===== config.mk =====
export PLATFORM = sky130hd
export DESIGN_NAME = dual_temp_compensate_average_top
export DESIGN_NICKNAME = d
export VERILOG_FILES = /design/src/rtl/dtca_pkg.sv /design/src/rtl/dtca_sequencer.sv /design/src/rtl/dtca_datapath.sv /design/src/rtl/dual_temp_compensate_average_top.sv
export SDC_FILE = /design/constraint.sdc
export NUM_CORES = 2
export LEC_CHECK = 0
export BUFFER_PORTS_ARGS = -buffer_cell sky130_fd_sc_hd__buf_2
export CORE_MARGIN = 1
export CORE_UTILIZATION = 40
export CTS_CLUSTER_SIZE = 25
export DETAILED_ROUTE_END_ITERATION = 10
export HOLD_SLACK_MARGIN = 0.03
export PLACE_DENSITY_LB_ADDON = 0.15
export SLEW_MARGIN = 20
export SYNTH_ARGS = -nofsm -noshare
export SYNTH_HDL_FRONTEND = slang
export SYNTH_SLANG_ARGS = --single-unit

===== constraint.sdc =====
create_clock -name clk -period 32.9 [get_ports clk]
set_input_delay 4.935 -clock clk [delete_from_list [all_inputs] [get_ports clk]]
set_output_delay 4.935 -clock clk [all_outputs]
set_load 0.02 [all_outputs]

===== src/rtl/dtca_pkg.sv =====
// Shared types, constants and the sequencer program for the dual temperature averager.
`timescale 1ns / 1ps

package dtca_pkg;

  // Field and register widths
  localparam int RAW_W    = 20;
  localparam int CAL_W    = 16;
  localparam int TEMP_W   = 15;
  localparam int FINE_W   = 32;
  localparam int CNT_W    = 7;
  localparam int SUM_W    = 21;
  localparam int CFG_IDX_W = 3;

  // Session length default
  localparam int SESSION_LENGTH_DEF = 120;

  // Reciprocal scaling for the session mean divide
  localparam int DIV_SHIFT = 20;

  // Shared multiplier operand and product widths
  localparam int MUL_W  = 22;
  localparam int PROD_W = 2 * MUL_W;

  // Temperature limits, hundredths of a degree
  localparam logic signed [TEMP_W-1:0] TEMP_MIN = -15'sd4000;
  localparam logic signed [TEMP_W-1:0] TEMP_MAX = 15'sd8500;

  // Calibration register indexes
  localparam logic [CFG_IDX_W-1:0] REG_T1_A = 3'd0;
  localparam logic [CFG_IDX_W-1:0] REG_T2_A = 3'd1;
  localparam logic [CFG_IDX_W-1:0] REG_T3_A = 3'd2;
  localparam logic [CFG_IDX_W-1:0] REG_T1_B = 3'd3;
  localparam logic [CFG_IDX_W-1:0] REG_T2_B = 3'd4;
  localparam logic [CFG_IDX_W-1:0] REG_T3_B = 3'd5;

  // Program counter width
  localparam int PC_W = 4;

  // Multiplier operand selects
  localparam logic [2:0] MUL_NONE = 3'd0;
  localparam logic [2:0] MUL_V1   = 3'd1;  // ((raw>>3) - 2*T1) * T2
  localparam logic [2:0] MUL_DD   = 3'd2;  // d * d
  localparam logic [2:0] MUL_V2   = 3'd3;  // ((d*d)>>12) * T3
  localparam logic [2:0] MUL_QEST = 3'd4;  // |sum| * reciprocal
  localparam logic [2:0] MUL_QL   = 3'd5;  // quotient estimate * length

  // Datapath actions
  localparam logic [2:0] ACT_NONE = 3'd0;
  localparam logic [2:0] ACT_LOAD = 3'd1;
  localparam logic [2:0] ACT_VAR1 = 3'd2;
  localparam logic [2:0] ACT_FINE = 3'd3;
  localparam logic [2:0] ACT_PAIR = 3'd4;
  localparam logic [2:0] ACT_QEST = 3'd5;
  localparam logic [2:0] ACT_CORR = 3'd6;
  localparam logic [2:0] ACT_OUT  = 3'd7;

  // Jump kinds
  localparam logic [1:0] JMP_NEXT    = 2'd0;
  localparam logic [1:0] JMP_GOTO    = 2'd1;
  localparam logic [1:0] JMP_IF_MORE = 2'd2;  // go to target unless the session ends

  // Program addresses
  localparam logic [PC_W-1:0] PC_IDLE = 4'd0;
  localparam logic [PC_W-1:0] PC_OUT  = 4'd14;

  // One control word of the program
  typedef struct packed {
    logic            in_wait;
    logic            out_wait;
    logic            sensor;
    logic [2:0]      mul_op;
    logic [2:0]      act;
    logic [1:0]      jmp;
    logic [PC_W-1:0] target;
  } uc_word_t;

  // Control from sequencer to datapath
  typedef struct packed {
    logic       sensor;
    logic [2:0] mul_op;
    logic [2:0] act;
  } dtca_ctl_t;

  // Status from datapath to sequencer
  typedef struct packed {
    logic last;
  } dtca_sts_t;

  // Program store
  function automatic uc_word_t uc_rom(input logic [PC_W-1:0] pc);
    uc_word_t w;
    w = '0;
    w.mul_op = MUL_NONE;
    w.act    = ACT_NONE;
    w.jmp    = JMP_NEXT;
    w.target = PC_IDLE;
    case (pc)
      4'd0: begin
        w.in_wait = 1'b1;
        w.act     = ACT_LOAD;
      end
      4'd1: w.mul_op = MUL_V1;
      4'd2: begin
        w.act    = ACT_VAR1;
        w.mul_op = MUL_DD;
      end
      4'd3: w.mul_op = MUL_V2;
      4'd4: w.act = ACT_FINE;
      4'd5: begin
        w.sensor = 1'b1;
        w.mul_op = MUL_V1;
      end
      4'd6: begin
        w.sensor = 1'b1;
        w.act    = ACT_VAR1;
        w.mul_op = MUL_DD;
      end
      4'd7: begin
        w.sensor = 1'b1;
        w.mul_op = MUL_V2;
      end
      4'd8: begin
        w.sensor = 1'b1;
        w.act    = ACT_FINE;
      end
      4'd9: begin
        w.act    = ACT_PAIR;
        w.jmp    = JMP_IF_MORE;
        w.target = PC_OUT;
      end
      4'd10: w.mul_op = MUL_QEST;
      4'd11: w.act = ACT_QEST;
      4'd12: w.mul_op = MUL_QL;
      4'd13: w.act = ACT_CORR;
      4'd14: begin
        w.out_wait = 1'b1;
        w.act      = ACT_OUT;
        w.jmp      = JMP_GOTO;
        w.target   = PC_IDLE;
      end
      default: begin
        w.jmp    = JMP_GOTO;
        w.target = PC_IDLE;
      end
    endcase
    return w;
  endfunction

endpackage


===== src/rtl/dtca_sequencer.sv =====
// Microcode sequencer: step counter, program store, wait and jump logic.
`timescale 1ns / 1ps

module dtca_sequencer (
  input  logic                 clk,
  input  logic                 rst_n,
  input  logic                 in_valid,
  output logic                 in_ready,
  output logic                 out_valid,
  input  logic                 out_ready,
  input  dtca_pkg::dtca_sts_t  sts,
  output dtca_pkg::dtca_ctl_t  ctl
);

  logic [dtca_pkg::PC_W-1:0] pc_r, pc_nxt;
  logic                      out_valid_r, out_valid_nxt;
  dtca_pkg::uc_word_t        uc;
  logic                      slot_free;
  logic                      exec;

  assign uc        = dtca_pkg::uc_rom(pc_r);
  assign slot_free = !out_valid_r || out_ready;

  // A waiting step runs only once its condition holds
  always_comb begin
    if (uc.in_wait) begin
      exec = in_valid;
    end else if (uc.out_wait) begin
      exec = slot_free;
    end else begin
      exec = 1'b1;
    end
  end

  assign in_ready   = uc.in_wait;
  assign ctl.sensor = uc.sensor;
  assign ctl.mul_op = exec ? uc.mul_op : dtca_pkg::MUL_NONE;
  assign ctl.act    = exec ? uc.act : dtca_pkg::ACT_NONE;

  // Next step
  always_comb begin
    pc_nxt = pc_r;
    if (exec) begin
      case (uc.jmp)
        dtca_pkg::JMP_NEXT:    pc_nxt = pc_r + 1'b1;
        dtca_pkg::JMP_GOTO:    pc_nxt = uc.target;
        dtca_pkg::JMP_IF_MORE: pc_nxt = sts.last ? pc_r + 1'b1 : uc.target;
        default:               pc_nxt = dtca_pkg::PC_IDLE;
      endcase
    end
  end

  // Result slot occupancy
  always_comb begin
    out_valid_nxt = out_valid_r && !out_ready;
    if (exec && uc.act == dtca_pkg::ACT_OUT) begin
      out_valid_nxt = 1'b1;
    end
  end

  always_ff @(posedge clk) begin
    if (!rst_n) begin
      pc_r        <= dtca_pkg::PC_IDLE;
      out_valid_r <= 1'b0;
    end else begin
      pc_r        <= pc_nxt;
      out_valid_r <= out_valid_nxt;
    end
  end

  assign out_valid = out_valid_r;

endmodule


===== src/rtl/dtca_datapath.sv =====
// Datapath: calibration registers, shared multiplier, working registers and result register.
`timescale 1ns / 1ps

module dtca_datapath #(
  parameter int SESSION_LENGTH = dtca_pkg::SESSION_LENGTH_DEF
) (
  input  logic                                  clk,
  input  logic                                  rst_n,
  input  dtca_pkg::dtca_ctl_t                   ctl,
  output dtca_pkg::dtca_sts_t                   sts,
  input  logic                                  cfg_we,
  input  logic [dtca_pkg::CFG_IDX_W-1:0]        cfg_index,
  input  logic [dtca_pkg::CAL_W-1:0]            cfg_data,
  input  logic [dtca_pkg::RAW_W-1:0]            raw_a,
  input  logic [dtca_pkg::RAW_W-1:0]            raw_b,
  output logic signed [dtca_pkg::TEMP_W-1:0]    temp_a,
  output logic signed [dtca_pkg::TEMP_W-1:0]    temp_b,
  output logic signed [dtca_pkg::FINE_W-1:0]    fine_a,
  output logic signed [dtca_pkg::FINE_W-1:0]    fine_b,
  output logic signed [dtca_pkg::TEMP_W-1:0]    pair_mean,
  output logic signed [dtca_pkg::TEMP_W-1:0]    session_mean,
  output logic                                  session_done
);

  localparam int QW = dtca_pkg::DIV_SHIFT + 1;
  localparam logic [QW-1:0] RECIP = QW'((1 << dtca_pkg::DIV_SHIFT) / SESSION_LENGTH);
  localparam logic [dtca_pkg::CNT_W-1:0] LEN = dtca_pkg::CNT_W'(SESSION_LENGTH);
  localparam logic [dtca_pkg::CNT_W-1:0] LEN_M1 = dtca_pkg::CNT_W'(SESSION_LENGTH - 1);
  localparam int TF_W = 25;

  // Calibration registers
  logic [dtca_pkg::CAL_W-1:0] t1_a_r, t2_a_r, t3_a_r, t1_b_r, t2_b_r, t3_b_r;

  always_ff @(posedge clk) begin
    if (!rst_n) begin
      t1_a_r <= '0;
      t2_a_r <= '0;
      t3_a_r <= '0;
      t1_b_r <= '0;
      t2_b_r <= '0;
      t3_b_r <= '0;
    end else if (cfg_we) begin
      case (cfg_index)
        dtca_pkg::REG_T1_A: t1_a_r <= cfg_data;
        dtca_pkg::REG_T2_A: t2_a_r <= cfg_data;
        dtca_pkg::REG_T3_A: t3_a_r <= cfg_data;
        dtca_pkg::REG_T1_B: t1_b_r <= cfg_data;
        dtca_pkg::REG_T2_B: t2_b_r <= cfg_data;
        dtca_pkg::REG_T3_B: t3_b_r <= cfg_data;
        default: ;
      endcase
    end
  end

  // Working registers
  logic [dtca_pkg::RAW_W-1:0]               raw_a_r, raw_b_r;
  logic signed [dtca_pkg::PROD_W-1:0]       p_r;
  logic signed [22:0]                       var1_r;
  logic signed [dtca_pkg::TEMP_W-1:0]       ta_r, tb_r, pm_r, sm_r;
  logic signed [TF_W-1:0]                   tfa_r, tfb_r;
  logic                                     done_r;
  logic [dtca_pkg::CNT_W-1:0]               count_r;
  logic signed [dtca_pkg::SUM_W-1:0]        sum_r;
  logic [QW-1:0]                            abs_r, q_r;
  logic                                     neg_r;

  // Operands of the selected sensor
  logic [dtca_pkg::RAW_W-1:0] adc;
  logic [dtca_pkg::CAL_W-1:0] t1, t2, t3;

  assign adc = ctl.sensor ? raw_b_r : raw_a_r;
  assign t1  = ctl.sensor ? t1_b_r : t1_a_r;
  assign t2  = ctl.sensor ? t2_b_r : t2_a_r;
  assign t3  = ctl.sensor ? t3_b_r : t3_a_r;

  logic signed [17:0] v1_in;
  logic signed [16:0] d;

  assign v1_in = $signed({1'b0, adc[19:3]}) - $signed({1'b0, t1, 1'b0});
  assign d     = $signed({1'b0, adc[19:4]}) - $signed({1'b0, t1});

  // Multiplier operand select
  logic signed [dtca_pkg::MUL_W-1:0] mul_a, mul_b;

  always_comb begin
    mul_a = '0;
    mul_b = '0;
    case (ctl.mul_op)
      dtca_pkg::MUL_V1: begin
        mul_a = dtca_pkg::MUL_W'(v1_in);
        mul_b = dtca_pkg::MUL_W'($signed(t2));
      end
      dtca_pkg::MUL_DD: begin
        mul_a = dtca_pkg::MUL_W'(d);
        mul_b = dtca_pkg::MUL_W'(d);
      end
      dtca_pkg::MUL_V2: begin
        mul_a = $signed({1'b0, p_r[32:12]});
        mul_b = dtca_pkg::MUL_W'($signed(t3));
      end
      dtca_pkg::MUL_QEST: begin
        mul_a = $signed({1'b0, abs_r});
        mul_b = $signed({1'b0, RECIP});
      end
      dtca_pkg::MUL_QL: begin
        mul_a = $signed({1'b0, q_r});
        mul_b = $signed({{(dtca_pkg::MUL_W - dtca_pkg::CNT_W){1'b0}}, LEN});
      end
      default: ;
    endcase
  end

  // Fine temperature and saturated temperature
  logic signed [TF_W-1:0] tf;
  logic signed [27:0]     t5;
  logic signed [19:0]     tsh;
  logic signed [dtca_pkg::TEMP_W-1:0] tsat;

  assign tf  = TF_W'(var1_r) + TF_W'($signed(p_r[36:14]));
  assign t5  = (28'(tf) <<< 2) + 28'(tf) + 28'sd128;
  assign tsh = t5[27:8];

  always_comb begin
    if (tsh < dtca_pkg::TEMP_MIN) begin
      tsat = dtca_pkg::TEMP_MIN;
    end else if (tsh > dtca_pkg::TEMP_MAX) begin
      tsat = dtca_pkg::TEMP_MAX;
    end else begin
      tsat = tsh[dtca_pkg::TEMP_W-1:0];
    end
  end

  // Pair mean and session bookkeeping
  logic signed [15:0]                 pair_sum;
  logic signed [dtca_pkg::TEMP_W-1:0] pm;
  logic signed [dtca_pkg::SUM_W-1:0]  sum_new;
  logic [QW-1:0]                      rem;
  logic [QW-1:0]                      q_fin;
  logic [QW-1:0]                      q_sgn;

  assign pair_sum = 16'(ta_r) + 16'(tb_r);
  assign pm       = pair_sum[15:1];
  assign sum_new  = sum_r + dtca_pkg::SUM_W'(pm);
  assign sts.last = (count_r >= LEN_M1);

  // Remainder check corrects the reciprocal estimate by at most one
  assign rem   = abs_r - p_r[QW-1:0];
  assign q_fin = (rem >= QW'(LEN)) ? q_r + 1'b1 : q_r;
  assign q_sgn = neg_r ? -q_fin : q_fin;

  // Control state of the session
  always_ff @(posedge clk) begin
    if (!rst_n) begin
      count_r <= '0;
      sum_r   <= '0;
    end else if (ctl.act == dtca_pkg::ACT_PAIR) begin
      if (sts.last) begin
        count_r <= '0;
        sum_r   <= '0;
      end else begin
        count_r <= count_r + 1'b1;
        sum_r   <= sum_new;
      end
    end
  end

  // Payload registers
  always_ff @(posedge clk) begin
    if (ctl.mul_op != dtca_pkg::MUL_NONE) begin
      p_r <= mul_a * mul_b;
    end
    case (ctl.act)
      dtca_pkg::ACT_LOAD: begin
        raw_a_r <= raw_a;
        raw_b_r <= raw_b;
      end
      dtca_pkg::ACT_VAR1: var1_r <= p_r[33:11];
      dtca_pkg::ACT_FINE: begin
        if (ctl.sensor) begin
          tb_r  <= tsat;
          tfb_r <= tf;
        end else begin
          ta_r  <= tsat;
          tfa_r <= tf;
        end
      end
      dtca_pkg::ACT_PAIR: begin
        pm_r   <= pm;
        done_r <= sts.last;
        sm_r   <= '0;
        neg_r  <= sum_new[dtca_pkg::SUM_W-1];
        abs_r  <= sum_new[dtca_pkg::SUM_W-1] ? QW'(-sum_new) : QW'(sum_new);
      end
      dtca_pkg::ACT_QEST: q_r <= p_r[dtca_pkg::DIV_SHIFT + QW - 1:dtca_pkg::DIV_SHIFT];
      dtca_pkg::ACT_CORR: sm_r <= q_sgn[dtca_pkg::TEMP_W-1:0];
      dtca_pkg::ACT_OUT: begin
        temp_a       <= ta_r;
        temp_b       <= tb_r;
        fine_a       <= dtca_pkg::FINE_W'(tfa_r);
        fine_b       <= dtca_pkg::FINE_W'(tfb_r);
        pair_mean    <= pm_r;
        session_mean <= sm_r;
        session_done <= done_r;
      end
      default: ;
    endcase
  end

endmodule


===== src/rtl/dual_temp_compensate_average_top.sv =====
// Top level: dual sensor temperature compensation, pair mean and session mean.
// The microcode program runs both sensors and the mean divide through one shared multiplier,
// and takes a new pair only after the program has returned to its idle step.
// A finished result waits in the output register while the next pair is taken.
// Reset (rst_n low, synchronous) clears calibration words, pair count, running sum
// and the result valid flag, and puts the sequencer at its idle step.
`timescale 1ns / 1ps

module dual_temp_compensate_average_top #(
  parameter int SESSION_LENGTH = dtca_pkg::SESSION_LENGTH_DEF
) (
  input  logic                                clk,
  input  logic                                rst_n,
  input  logic                                in_valid,
  output logic                                in_ready,
  input  logic [dtca_pkg::RAW_W-1:0]          in_raw_a,
  input  logic [dtca_pkg::RAW_W-1:0]          in_raw_b,
  output logic                                out_valid,
  input  logic                                out_ready,
  output logic signed [dtca_pkg::TEMP_W-1:0]  out_temp_a,
  output logic signed [dtca_pkg::TEMP_W-1:0]  out_temp_b,
  output logic signed [dtca_pkg::FINE_W-1:0]  out_fine_a,
  output logic signed [dtca_pkg::FINE_W-1:0]  out_fine_b,
  output logic signed [dtca_pkg::TEMP_W-1:0]  out_pair_mean,
  output logic signed [dtca_pkg::TEMP_W-1:0]  out_session_mean,
  output logic                                out_session_done,
  input  logic                                cfg_valid,
  output logic                                cfg_ready,
  input  logic [dtca_pkg::CFG_IDX_W-1:0]      cfg_index,
  input  logic [dtca_pkg::CAL_W-1:0]          cfg_data
);

  dtca_pkg::dtca_ctl_t ctl;
  dtca_pkg::dtca_sts_t sts;

  // Register writes are always taken
  assign cfg_ready = 1'b1;

  dtca_sequencer u_seq (
    .clk       (clk),
    .rst_n     (rst_n),
    .in_valid  (in_valid),
    .in_ready  (in_ready),
    .out_valid (out_valid),
    .out_ready (out_ready),
    .sts       (sts),
    .ctl       (ctl)
  );

  dtca_datapath #(
    .SESSION_LENGTH (SESSION_LENGTH)
  ) u_dp (
    .clk          (clk),
    .rst_n        (rst_n),
    .ctl          (ctl),
    .sts          (sts),
    .cfg_we       (cfg_valid && cfg_ready),
    .cfg_index    (cfg_index),
    .cfg_data     (cfg_data),
    .raw_a        (in_raw_a),
    .raw_b        (in_raw_b),
    .temp_a       (out_temp_a),
    .temp_b       (out_temp_b),
    .fine_a       (out_fine_a),
    .fine_b       (out_fine_b),
    .pair_mean    (out_pair_mean),
    .session_mean (out_session_mean),
    .session_done (out_session_done)
  );

endmodule


==> run summary <==
status - complete, no violations
root buffer cell - clkbuf_16
Layout Skew - 0.0354 ns
Setup crit end kind - register
largest net degree at the start of global routing - 97
Seq cells post-synth - 488
warnings from Yosys - 0
Mapped Cells - 4185
Crit Path Category - in2reg
fraction of layout instances using a drive strength above 1 - 9.28%
arrival time worst endpoint - 15.58 ns
minimum clock period after layout - 15.11 ns
TritonCTS clock tree - done
final non-filler cell total - 5741
Std-Cell Rows - 117
Lkg Pwr - 20.5 nW
Initial DRC Count - 1747
Avg Inst Size Synth - 9.90 um2
Post-synth EDFFs - 359
register area - 0.0134 mm2
max cap viols - 0
Remaining DRCs - 0
power per cell area - 79.8 mW/mm2
hold crit path type - reg2reg
GRT Total Usage - 22.2%
Fmax - 66.2 MHz
R2R Path Start - u_seq.pc_r[0]
multi-input combinational cell area - 0.0252 mm2
GP Congestion - 0.928
top_reg_cell synth - edfxtp_1
Avg WL per Cell - 19.9 um
CTS resizes - 0
DR vias - 29600
Die Wd - 324 um
worst-case clock buffer depth - 3
clk_lat worst skew - 0.65 ns
peak supply drop - 82.4 uV
port bufs - 184
H-tree depth - 2
area delta synth->final - 10.6%
Place WS - 17.28 ns
clock slew at reported path FFs - 0.06 ns
final total power - 0.00366 W
Routed Antenna Nets - 0
DP Cell Count - 5637
Num CTS Buffers - 56
RSZ-0062 raised after global routing - no
Least-Margin Pin Slew - 1.08 ns
worst path bufs/invs - 8
CP max FO - 14
final period utilization - 45.9%
Slowest-stage cell, CP - nand3_1
I/O Pins - 192
Post-CTS Hold Buffers - 0
max-slew headroom at the worst pin - 28.1%
Net Count, Synth - 4972
CP max stage delay - 0.86 ns
Worst Setup SP - out_ready
number of post-CTS setup repair buffers - 0
total core area - 0.102 mm2
final setup TNS - 0 ns
sequential share of the synthesized area - 32.2%
Startpoint Class - input port
# fillers - 10100
Initial Util - 40.6%
fraction of registers with async set/reset - 0%
cell mode on critical path - fa_1
via-per-instance ratio - 5.16
Final nets - 5114
vias in the first global route - 29300
Clock Sinks - 488
Top Family by Delay on Critical Path - adder cells
Hold Fails Final Rpt - 0
initial antenna violation count - 1
final setup fails - 0
Total Wirelength - 114000 um
diode count - 0
Chip Height - 324 um
Final Worst Setup Slack - 17.79 ns
post-DP HPWL - 89500 um
die area - 0.105 mm2
Worst EP required - 33.37 ns
Cell Area, Synth - 0.0414 mm2
DRT Pass-1 Iters - 6
global-route wire length before repair - 176000 um
Hold Startpoint - u_dp.pm_r[4]
Synth cell types - 96
remaining global-route overflow - 0
max-slew violations - 0
## power by group
part	leakage (nW)	total [W]	internal (W)	switching [W]
logic	15.3	0.00218	0.000760	0.00142
registers	4.29	0.000856	0.000794	0.0000627
clock network	0.887	0.000620	0.000359	0.000261
## per-stage QoR
stage	hold slack (ns)	util, %	area (um2)
2_1_floorplan	0.400	-	41400
3_3_place_gp	0.402	43.0	44000
3_5_place_dp	0.405	43.0	44000
4_1_cts	0.418	44.9	45800
5_1_grt	0.420	44.9	45800
6_report	0.415	44.9	45800
## final cells by class
cell class	instances	share of cell area (%)
inverter	631	5.17
clock buffer	74	3.32
multi-input combinational	2906	54.9
timing repair buffer	244	2.99
tap	1368	3.73
clock inverter	30	0.704
sequential	488	29.2
## logic make-up after synthesis
kind of cell    Yosys count  share of synthesized area (%)
simple gates           1263                           13.6
buf+inv                 791                           7.32
fa+ha+maj               723                           30.1
compound gates          661                           11.0
flops                   488                           32.2
xor+xnor                203                           4.36
mux                      55                           1.35
other cells               1                        0.00905
## layout by cell type, fill, tap and decap left out, drive strengths merged, types with 42 or more instances in the layout
| cell type | count |
|---|---|
| inv | 634 |
| nand2 | 623 |
| fa | 458 |
| edfxtp | 359 |
| nor2 | 282 |
| ha | 265 |
| buf | 244 |
| xnor2 | 146 |
| a21oi | 143 |
| dfxtp | 129 |
| o21ai | 111 |
| a21boi | 108 |
| clkbuf | 74 |
| xor2 | 56 |
| nand3 | 55 |
| nor2b | 55 |
| a21o | 51 |
| mux2i | 49 |
| nor3 | 49 |
| and2 | 42 |
## metal layers
layer | vias to the layer above | GRT usage (%) | part of all wire (%)
met2 | 753 | 36.3 | 47
met3 | 143 | 2.46 | 5.2
met1 | 14600 | 30.9 | 45
met5 | - | 0 | 0
li1 | 14100 | - | -
met4 | 0 | 6.26 | 2.6
## path summary, 6_finish.rpt
check | slack (ns) | cells after the start | to
worst max-delay path | 17.79 | 36 | u_dp.p_r[39]
worst min-delay path | 0.42 | 0 | u_dp.pair_mean[4]
worst max register to register | 19.44 | 45 | u_dp.p_r[39]
worst min register to register | 0.42 | 0 | u_dp.pair_mean[4]
## flip-flops by register name, indices dropped and copies added (netlist names), 16 cells and up
name / flops
u_dp.t2_b_r: 16
u_dp.t3_a_r: 16
u_dp.tfa_r: 24
u_dp.t1_a_r: 16
u_dp.q_r: 21
u_dp.var1_r: 23
u_dp.fine_a: 24
u_dp.p_r: 41
u_dp.t3_b_r: 16
u_dp.raw_a_r: 17
u_dp.t2_a_r: 16
u_dp.fine_b: 24
u_dp.raw_b_r: 17
u_dp.tfb_r: 24
u_dp.t1_b_r: 16
u_dp.sum_r: 21
u_dp.abs_r: 21
## synthesized netlist by cell type, types with 27 or more instances
master | n | share of area (%)
o21bai_1 | 27 | 0.49
fa_1 | 458 | 22
a21oi_1 | 142 | 1.7
a21o_1 | 51 | 0.92
edfxtp_1 | 359 | 26
nor2_1 | 282 | 2.6
nor3_1 | 49 | 0.59
clkbuf_1 | 135 | 1.2
xor2_1 | 55 | 1.2
dfxtp_1 | 129 | 6.2
and2_1 | 42 | 0.63
and3_1 | 27 | 0.41
nand3_1 | 55 | 0.66
a21boi_0 | 107 | 1.9
nor2b_1 | 55 | 0.83
o21ai_0 | 102 | 1.2
xnor2_1 | 145 | 3.1
mux2i_1 | 49 | 1.2
inv_1 | 630 | 5.7
ha_1 | 265 | 8.0
nand2_1 | 623 | 5.6
Note: power is estimated with default switching activity, not from simulation.
